### src/hw/rtl/mlc_pkg.sv
// Shared types and constants for the MESI LRU cache controller
package mlc_pkg;

  localparam int CmdW = 3;
  localparam int AddrW = 32;

  typedef enum logic [2:0] {
    CMD_READ   = 3'd0,
    CMD_WRITE  = 3'd1,
    CMD_FILL_R = 3'd2,
    CMD_FILL_W = 3'd3,
    CMD_UPDATE = 3'd4
  } cmd_e;

  typedef enum logic [2:0] {
    ST_HIT     = 3'd0,
    ST_IGNORED = 3'd1,
    ST_MISS    = 3'd2,
    ST_UPGRADE = 3'd3,
    ST_FILLED  = 3'd4,
    ST_UPDATED = 3'd5
  } status_e;

  typedef enum logic [1:0] {
    BUS_NONE = 2'd0,
    BUS_RD   = 2'd1,
    BUS_RDX  = 2'd2,
    BUS_UPGR = 2'd3
  } bus_e;

  typedef enum logic [1:0] {
    MESI_I = 2'd0,
    MESI_S = 2'd1,
    MESI_E = 2'd2,
    MESI_M = 2'd3
  } mesi_e;

  typedef enum logic [1:0] {
    BK_IDLE  = 2'd0,
    BK_READ  = 2'd1,
    BK_EXEC  = 2'd2,
    BK_CLEAR = 2'd3
  } bk_state_e;

  // Classified request passed from front to back
  typedef struct packed {
    logic             ignore;
    logic [CmdW-1:0]  cmd;
    logic [AddrW-1:0] addr;
    logic [1:0]       new_state;
  } req_t;

endpackage

### src/hw/rtl/mlc_front.sv
// Front end: accepts items, classifies ignored ones, two-entry queue to the back
module mlc_front (
  input  logic            clk_i,
  input  logic            rst_ni,
  input  logic            in_valid_i,
  output logic            in_ready_o,
  input  logic [2:0]      command_i,
  input  logic [31:0]     address_i,
  input  logic            core_busy_i,
  input  logic [1:0]      new_state_i,
  output logic            q_valid_o,
  input  logic            q_ready_i,
  output mlc_pkg::req_t   q_req_o
);
  import mlc_pkg::*;

  req_t       fifo_q [2];
  logic       wptr_q, rptr_q;
  logic [1:0] cnt_q;
  req_t       req;
  logic       push, pop;

  // Access commands are ignored when busy; unknown commands always
  always_comb begin
    req.cmd       = command_i;
    req.addr      = address_i;
    req.new_state = new_state_i;
    req.ignore    = (command_i > CMD_UPDATE) ||
                    (core_busy_i && (command_i == CMD_READ || command_i == CMD_WRITE));
  end

  assign in_ready_o = (cnt_q != 2'd2);
  assign push       = in_valid_i && in_ready_o;
  assign q_valid_o  = (cnt_q != 2'd0);
  assign pop        = q_valid_o && q_ready_i;
  assign q_req_o    = fifo_q[rptr_q];

  always_ff @(posedge clk_i or negedge rst_ni) begin
    if (!rst_ni) begin
      wptr_q <= 1'b0;
      rptr_q <= 1'b0;
      cnt_q  <= 2'd0;
    end else begin
      if (push) wptr_q <= ~wptr_q;
      if (pop)  rptr_q <= ~rptr_q;
      cnt_q <= cnt_q + {1'b0, push} - {1'b0, pop};
    end
  end

  always_ff @(posedge clk_i) begin
    if (push) fifo_q[wptr_q] <= req;
  end

endmodule

### src/hw/rtl/mlc_back.sv
// Back end: set memory read-modify-write, hit/fill/update logic, result register
module mlc_back #(
  parameter int SET_BITS    = 6,
  parameter int WAYS        = 2,
  parameter int OFFSET_BITS = 5
) (
  input  logic          clk_i,
  input  logic          rst_ni,
  input  logic          q_valid_i,
  output logic          q_ready_o,
  input  mlc_pkg::req_t q_req_i,
  output logic          out_valid_o,
  input  logic          out_ready_i,
  output logic [2:0]    status_o,
  output logic [1:0]    bus_request_o,
  output logic          way_used_o,
  output logic          evicted_o,
  output logic          writeback_o,
  output logic [31:0]   writeback_address_o,
  output logic          stall_res_o
);
  import mlc_pkg::*;

  localparam int NSets = 1 << SET_BITS;
  localparam int TagW  = 32 - SET_BITS - OFFSET_BITS;
  localparam int WayW  = (WAYS > 1) ? $clog2(WAYS) : 1;
  // One memory row holds a whole set: per way tag, state, dirty, rank
  localparam int EntW  = TagW + 2 + 1 + WayW;
  localparam int RowW  = EntW * WAYS;

  typedef struct packed {
    logic [TagW-1:0] tag;
    logic [1:0]      st;
    logic            dirty;
    logic [WayW-1:0] rank;
  } ent_t;

  logic [RowW-1:0]     mem_q [NSets];
  logic [RowW-1:0]     rd_q;
  logic [SET_BITS-1:0] clr_q;
  bk_state_e           state_q, state_d;
  req_t                req_q;
  logic                mem_we;
  logic [SET_BITS-1:0] mem_wa;
  logic [RowW-1:0]     mem_wd, rst_row, new_row;

  logic                ovalid_q;
  logic [2:0]          status_q, status_d;
  logic [1:0]          bus_q, bus_d;
  logic                way_q, way_d, ev_q, ev_d, wb_q, wb_d, stall_q, stall_d;
  logic [31:0]         wba_q, wba_d;

  ent_t                ent [WAYS];
  ent_t                nent [WAYS];
  logic [SET_BITS-1:0] set_idx;
  logic [TagW-1:0]     tag;
  logic                hit_found, inv_found, lru_found;
  logic [WayW-1:0]     hit_w, inv_w, lru_w, vic_w, mru_w;
  logic                do_mru;
  logic [WayW-1:0]     mru_r;
  logic [WayW:0]       way_full;

  assign set_idx = req_q.addr[OFFSET_BITS +: SET_BITS];
  assign tag     = req_q.addr[31 -: TagW];

  // Reset row: invalid, clean, rank equals way number
  always_comb begin
    ent_t e;
    rst_row = '0;
    for (int w = 0; w < WAYS; w++) begin
      e       = '0;
      e.rank  = WayW'(w);
      rst_row[w*EntW +: EntW] = e;
    end
  end

  // Way search over the registered row
  always_comb begin
    hit_found = 1'b0; inv_found = 1'b0; lru_found = 1'b0;
    hit_w = '0; inv_w = '0; lru_w = '0;
    for (int w = 0; w < WAYS; w++) begin
      ent[w] = rd_q[w*EntW +: EntW];
    end
    for (int w = WAYS - 1; w >= 0; w--) begin
      if (ent[w].st != MESI_I && ent[w].tag == tag) begin
        hit_found = 1'b1; hit_w = WayW'(w);
      end
      if (ent[w].st == MESI_I) begin
        inv_found = 1'b1; inv_w = WayW'(w);
      end
      if (ent[w].rank == '0) begin
        lru_found = 1'b1; lru_w = WayW'(w);
      end
    end
  end

  // Execute: compute result and new row
  always_comb begin
    status_d = ST_IGNORED; bus_d = BUS_NONE; way_full = '0;
    ev_d = 1'b0; wb_d = 1'b0; wba_d = '0; stall_d = 1'b0;
    do_mru = 1'b0; mru_w = '0; vic_w = '0;
    for (int w = 0; w < WAYS; w++) nent[w] = ent[w];
    if (!req_q.ignore) begin
      case (req_q.cmd)
        CMD_READ, CMD_WRITE: begin
          if (!hit_found) begin
            status_d = ST_MISS;
            bus_d    = (req_q.cmd == CMD_READ) ? BUS_RD : BUS_RDX;
            stall_d  = 1'b1;
          end else begin
            way_full = (WayW + 1)'(hit_w);
            if (req_q.cmd == CMD_READ) begin
              status_d = ST_HIT; do_mru = 1'b1; mru_w = hit_w;
            end else if (ent[hit_w].st == MESI_E || ent[hit_w].st == MESI_M) begin
              status_d = ST_HIT; do_mru = 1'b1; mru_w = hit_w;
              nent[hit_w].dirty = 1'b1;
              nent[hit_w].st    = MESI_M;
            end else begin
              status_d = ST_UPGRADE; bus_d = BUS_UPGR;
            end
          end
        end
        CMD_FILL_R, CMD_FILL_W: begin
          if (inv_found) begin
            vic_w = inv_w;
          end else begin
            vic_w = lru_found ? lru_w : '0;
            ev_d  = 1'b1;
            if (ent[vic_w].dirty) begin
              wb_d    = 1'b1;
              wba_d   = {ent[vic_w].tag, set_idx, {OFFSET_BITS{1'b0}}};
              stall_d = (req_q.cmd == CMD_FILL_R);
            end
          end
          nent[vic_w].tag   = tag;
          nent[vic_w].dirty = (req_q.cmd == CMD_FILL_W);
          nent[vic_w].st    = req_q.new_state;
          do_mru   = 1'b1; mru_w = vic_w;
          status_d = ST_FILLED;
          way_full = (WayW + 1)'(vic_w);
        end
        CMD_UPDATE: begin
          status_d = ST_UPDATED;
          if (hit_found) begin
            nent[hit_w].st = req_q.new_state;
            way_full       = (WayW + 1)'(hit_w);
          end
        end
        default: ;
      endcase
    end
    way_d = way_full[0];
    // LRU refresh: lines above the touched rank move down one
    mru_r = ent[mru_w].rank;
    if (do_mru) begin
      for (int w = 0; w < WAYS; w++) begin
        if (ent[w].rank > mru_r) nent[w].rank = ent[w].rank - WayW'(1);
      end
      nent[mru_w].rank = WayW'(WAYS - 1);
    end
    for (int w = 0; w < WAYS; w++) new_row[w*EntW +: EntW] = nent[w];
  end

  // Sequencer: clear sweep, read, execute
  always_comb begin
    state_d   = state_q;
    q_ready_o = 1'b0;
    mem_we    = 1'b0;
    mem_wa    = set_idx;
    mem_wd    = new_row;
    case (state_q)
      BK_CLEAR: begin
        mem_we = 1'b1; mem_wa = clr_q; mem_wd = rst_row;
        if (clr_q == SET_BITS'(NSets - 1)) state_d = BK_IDLE;
      end
      BK_IDLE: begin
        q_ready_o = !ovalid_q || out_ready_i;
        if (q_valid_i && q_ready_o) state_d = BK_READ;
      end
      BK_READ: state_d = BK_EXEC;
      BK_EXEC: begin
        mem_we  = 1'b1;
        state_d = BK_IDLE;
      end
      default: state_d = BK_IDLE;
    endcase
  end

  always_ff @(posedge clk_i or negedge rst_ni) begin
    if (!rst_ni) begin
      state_q  <= BK_CLEAR;
      clr_q    <= '0;
      ovalid_q <= 1'b0;
    end else begin
      state_q <= state_d;
      if (state_q == BK_CLEAR) clr_q <= clr_q + SET_BITS'(1);
      if (state_q == BK_EXEC) ovalid_q <= 1'b1;
      else if (out_ready_i)   ovalid_q <= 1'b0;
    end
  end

  always_ff @(posedge clk_i) begin
    if (q_valid_i && q_ready_o) req_q <= q_req_i;
    if (state_q == BK_READ) rd_q <= mem_q[set_idx];
    if (mem_we) mem_q[mem_wa] <= mem_wd;
    if (state_q == BK_EXEC) begin
      status_q <= status_d; bus_q <= bus_d; way_q <= way_d;
      ev_q <= ev_d; wb_q <= wb_d; wba_q <= wba_d; stall_q <= stall_d;
    end
  end

  assign out_valid_o         = ovalid_q;
  assign status_o            = status_q;
  assign bus_request_o       = bus_q;
  assign way_used_o          = way_q;
  assign evicted_o           = ev_q;
  assign writeback_o         = wb_q;
  assign writeback_address_o = wba_q;
  assign stall_res_o         = stall_q;

endmodule

### src/hw/rtl/mesi_lru_cache_controller_core.sv
// Top level of the MESI LRU cache controller core
// The back end takes one item at a time and steps it through set read, register,
// execute and write back, set by the single-port set memory's read-modify-write; a
// two-entry queue lets the front take items meanwhile. After reset the back
// end clears all 2**SET_BITS sets of the set memory before executing items.
module mesi_lru_cache_controller_core #(
  parameter int SET_BITS    = 6,
  parameter int WAYS        = 2,
  parameter int OFFSET_BITS = 5
) (
  input  logic        clk_i,
  input  logic        rst_ni,
  input  logic        in_valid_i,
  output logic        in_ready_o,
  input  logic [2:0]  command_i,
  input  logic [31:0] address_i,
  input  logic        core_busy_i,
  input  logic [1:0]  new_state_i,
  output logic        out_valid_o,
  input  logic        out_ready_i,
  output logic [2:0]  status_o,
  output logic [1:0]  bus_request_o,
  output logic        way_used_o,
  output logic        evicted_o,
  output logic        writeback_o,
  output logic [31:0] writeback_address_o,
  output logic        stall_res_o
);
  import mlc_pkg::*;

  logic q_valid, q_ready;
  req_t q_req;

  mlc_front u_front (
    .clk_i, .rst_ni, .in_valid_i, .in_ready_o, .command_i, .address_i,
    .core_busy_i, .new_state_i,
    .q_valid_o(q_valid), .q_ready_i(q_ready), .q_req_o(q_req)
  );

  mlc_back #(
    .SET_BITS(SET_BITS), .WAYS(WAYS), .OFFSET_BITS(OFFSET_BITS)
  ) u_back (
    .clk_i, .rst_ni,
    .q_valid_i(q_valid), .q_ready_o(q_ready), .q_req_i(q_req),
    .out_valid_o, .out_ready_i, .status_o, .bus_request_o, .way_used_o,
    .evicted_o, .writeback_o, .writeback_address_o, .stall_res_o
  );

endmodule

### config.mk
export PLATFORM = sky130hd
export DESIGN_NAME = mesi_lru_cache_controller_core
export DESIGN_NICKNAME = d
export VERILOG_FILES = /design/src/hw/rtl/mlc_pkg.sv /design/src/hw/rtl/mlc_front.sv /design/src/hw/rtl/mlc_back.sv /design/src/hw/rtl/mesi_lru_cache_controller_core.sv
export SDC_FILE = /design/constraint.sdc
export NUM_CORES = 2
export LEC_CHECK = 0
export ABC_AREA = 1
export BUFFER_PORTS_ARGS = -buffer_cell sky130_fd_sc_hd__buf_2
export CORE_MARGIN = 3
export CORE_UTILIZATION = 37
export CTS_CLUSTER_SIZE = 10
export DETAILED_ROUTE_END_ITERATION = 8
export HOLD_SLACK_MARGIN = 0.05
export PLACE_DENSITY = 0.57
export SLEW_MARGIN = 20
export SYNTH_ARGS = -nofsm -noshare
export SYNTH_HDL_FRONTEND = slang
export SYNTH_SLANG_ARGS = --single-unit
### constraint.sdc
create_clock -name clk_i -period 5.5 [get_ports clk_i]
set_clock_uncertainty 0.15 [all_clocks]
set_input_delay 1.1 -clock clk_i [delete_from_list [all_inputs] [get_ports clk_i]]
set_output_delay 1.1 -clock clk_i [all_outputs]
set_load 0.005 [all_outputs]
==> results.md <==
* Status: completed
* Synth top area share at 0.757
* Die ar. at 370000 µm²
* Unrepaired setup endpoints after global routing: no
* Final HPWL DP at 226000 µm
* Place WS at 1000 ps
* Tmin final at 4660 ps
* DRT iter0 DRCs at 12.8k
* Final Worst Setup Slack at 843 ps
* Sequential share of the synthesized area at 0.759
* CP max FO at 35
* R2r setup slk at 840 ps
* Core Area at 360000 µm²
* Share of cells above drive strength 1 at 0.0932
* Vias per std cell at 5.92
* Yosys cell types at 43
* Fin crit share at 0.847
* FP Rows at 220
* Leakage Power at 0.0484 µW
* Slew at the pin with the worst max-slew slack at 1180 ps
* Detail Route Antenna Nets at 0
* CP required at 5880 ps
* Post-CTS Setup Bufs at 0
* R2R cell count at 7
* Worst VDD drop at 0.586 mV
* Nets at 10.4k
* CP arrival at 5040 ps
* Die Span Y at 608 µm
* Skew-Pair Late Insertion Delay at 950 ps
* R2r startpoint: u_back.state_q[1]$_DFFE_PN1P_
* Synthesis-stage register bit count at 3398
* Ys async rst share at 0.00383
* R2R Path End: u_back.mem_q[49][48]$_DFFE_PP_
* Root buf cell: clkbuf_16
* Drt pass-1 iters at 6
* PD cells at 619 nW/µm²
* I/O Buffers at 74
* Starting density of the core at 0.373
* Area leader, netlist: edfxtp_1
* GRT Total Usage at 0.227
* Global-route wire length before repair at 616000 µm
* Total grt overflow at 0
* DR WL/cell at 28.7 µm
* CTS Buffer Depth at 4
* Worst slew margin relative to its limit at 0.213
* Top-count cell post-synth: edfxtp_1
* Top_reg_cell synth: edfxtp_1
* DIE WIDTH at 608 µm
* Avg Inst Size Synth at 13.0 µm²
* Ports at 85
* Crit path kind: flop to flop
* CTS tree: done
* Crit path capture: u_back.mem_q[49][48]$_DFFE_PP_
* CTS clock-pin slew for the worst setup and hold paths at 50 ps
* CP Capture Type: flop
* RePlAce Congestion at 0.873
* CTS H-tree depth at 5
* Total CTS buffers at 384
* CTS-repair resized insts at 0
* Number of global-route vias before repair at 84.6k
* Max Transition Viols Final at 0
* CTS sink count at 3398
* DRC viols at 0
* Post-layout util at 0.423
* Largest net degree at the start of global routing at 200
* Final Setup Violations at 0
* Final hold vios at 0
* Vias at 90.2k
* Antenna violations before repair at 26
* Crit start category: flop
* Hold Path Class: input port to flop
* Post-synth EDFFs at 3385
* CP startpoint: u_back.state_q[1]$_DFFE_PN1P_
* Area Growth Syn to Fin at 13.5%
* Cells after synthesis at 10.3k
* Top cells by area, synth: edfxtp_1 76%, o21ai_0 6.5%, nor2_1 6.0%, o22ai_1 4.6%, nand2_1 1.5%
* Warnings from Yosys at 0
* Netlist Area Pre-Place at 134000 µm²
* Max-cap violations at 0
* Fmax at 215 MHz
* Commonest cells post-synth: 3385 x edfxtp_1, 2131 x nor2_1, 1745 x o21ai_0, 991 x o22ai_1, 544 x nand2_1
* Total wire length at 437000 µm
## how the worst min path moves through the flow
stage                     depth (start not counted)  slack (ps)                       startpoint                              end
final                                             1         200                    address_i[13]  u_front.fifo_q[0][15]$_DFFE_PP_
after global placement                            2         350  u_front.fifo_q[0][30]$_DFFE_PP_       u_back.req_q[30]$_DFFE_PP_
after CTS                                         1         120                    address_i[13]  u_front.fifo_q[0][15]$_DFFE_PP_
after global routing                              1         170                    address_i[15]  u_front.fifo_q[0][17]$_DFFE_PP_
after floorplan                                   1         320      u_back.clr_q[5]$_DFFE_PN0P_      u_back.clr_q[5]$_DFFE_PN0P_
after detailed placement                          2         350  u_front.fifo_q[0][12]$_DFFE_PP_       u_back.req_q[12]$_DFFE_PP_
## logic make-up (layout without fill, tap and decap cells)
family                     count (synthesis)  count (layout)  share of synthesized area
other                                      1               9                  0.0000279
xor gates and xnor gates                  12              12                   0.000783
buffers and inverters                    861            1019                     0.0294
AOI/OAI and AO/OA                       3212            3212                      0.130
and+or+nand+nor                         2806            2806                     0.0800
adders and majority gates                  3               3                   0.000280
DFF                                     3398            3398                      0.759
## state kept, by name, summed over array words and instances (netlist names)
register	flops
u_back.bus_request_o	2
u_back.rd_q	50
u_front.rptr_q	1
u_back.clr_q	6
u_back.mem_q	3200
u_back.evicted_o	1
u_back.way_used_o	1
u_back.writeback_address_o	27
u_back.out_valid_o	1
u_front.cnt_q	2
u_back.stall_res_o	1
u_back.req_q	33
u_back.status_o	3
u_front.fifo_q	66
u_front.wptr_q	1
u_back.state_q	2
u_back.writeback_o	1
## power by group
part	internal [µW]	switching (µW)	leakage (µW)
Combinational	7820	26200	0.0124
Sequential	36800	939	0.0308
Clock	12900	9640	0.00511
Total	57500	36800	0.0484
## routing by layer
| layer | part of all wire | wire (µm) | vias to the layer above | GRT usage |
|---|---|---|---|---|
| met3 | 0.11 | 47700 | 786 | 0.0458 |
| met5 | 0.00022 | 96 | - | 0 |
| li1 | - | - | 38256 | - |
| met4 | 0.031 | 13700 | 14 | 0.0691 |
| met2 | 0.46 | 200000 | 5122 | 0.358 |
| met1 | 0.40 | 175000 | 46004 | 0.317 |
## critical path, cell delays in order (launching register included)
cell and delay [ps]:
dfstp_2 770, nand2_2 500, inv_4 470, o21ai_1 230, nor2_1 270, nand3_1 670
nor2_4 300, buf_4 810
## repair_timing
action | CTS | global route
hold buffers | 1 | 0
hold endpoints to repair | 11 | 0
endpoints found under the setup margin | 0 | 0
## area by class of cell
cell class,count,area (µm²)
Fill cell,32306,208000
Multi-Input combinational cell,6038,29500
Timing Repair Buffer,417,3960
Inverter,127,533
Tap cell,4773,5970
Clock inverter,29,433
Antenna cell,4,10.0
Sequential cell,3398,102000
Clock buffer,446,10000
## layout by cell type (no fill, tap or decap), drive strengths merged
cell type    netlist  layout
edfxtp          3385    3385
nor2            2135    2135
o21ai           2037    2037
o22ai            991     991
nand2            545     545
clkbuf           429     446
buf              305     416
inv              123     134
a21oi            127     127
nand3             70      70
nor3              33      33
clkinv             4      17
a211oi            16      16
nand4             15      15
dfrtp             11      11
o31ai             11      11
a31oi             11      11
xnor2             10      10
o221ai             8       8
o211ai             7       7
or2                7       7
conb               1       5
diode              0       4
bufinv             0       4
ha                 3       3
a21boi             2       2
xor2               2       2
dfstp              2       2
a221oi             1       1
and2               1       1
a22oi              1       1
clkinvlp           0       1
dlygate4sd3        0       1
## through the flow
step	hold slack, ps	TNS (ps)	instances	total power, µW	cell area (µm²)
2_1_floorplan	316	-14370	10297	57400	134000
3_3_place_gp	350	0	14752	71000	142000
3_5_place_dp	349	0	14752	71800	142000
4_1_cts	124	0	15228	94100	152000
5_1_grt	167	0	15229	98300	152000
6_report	202	0	15232	94300	152000
Power figures use the tool's default switching activity.
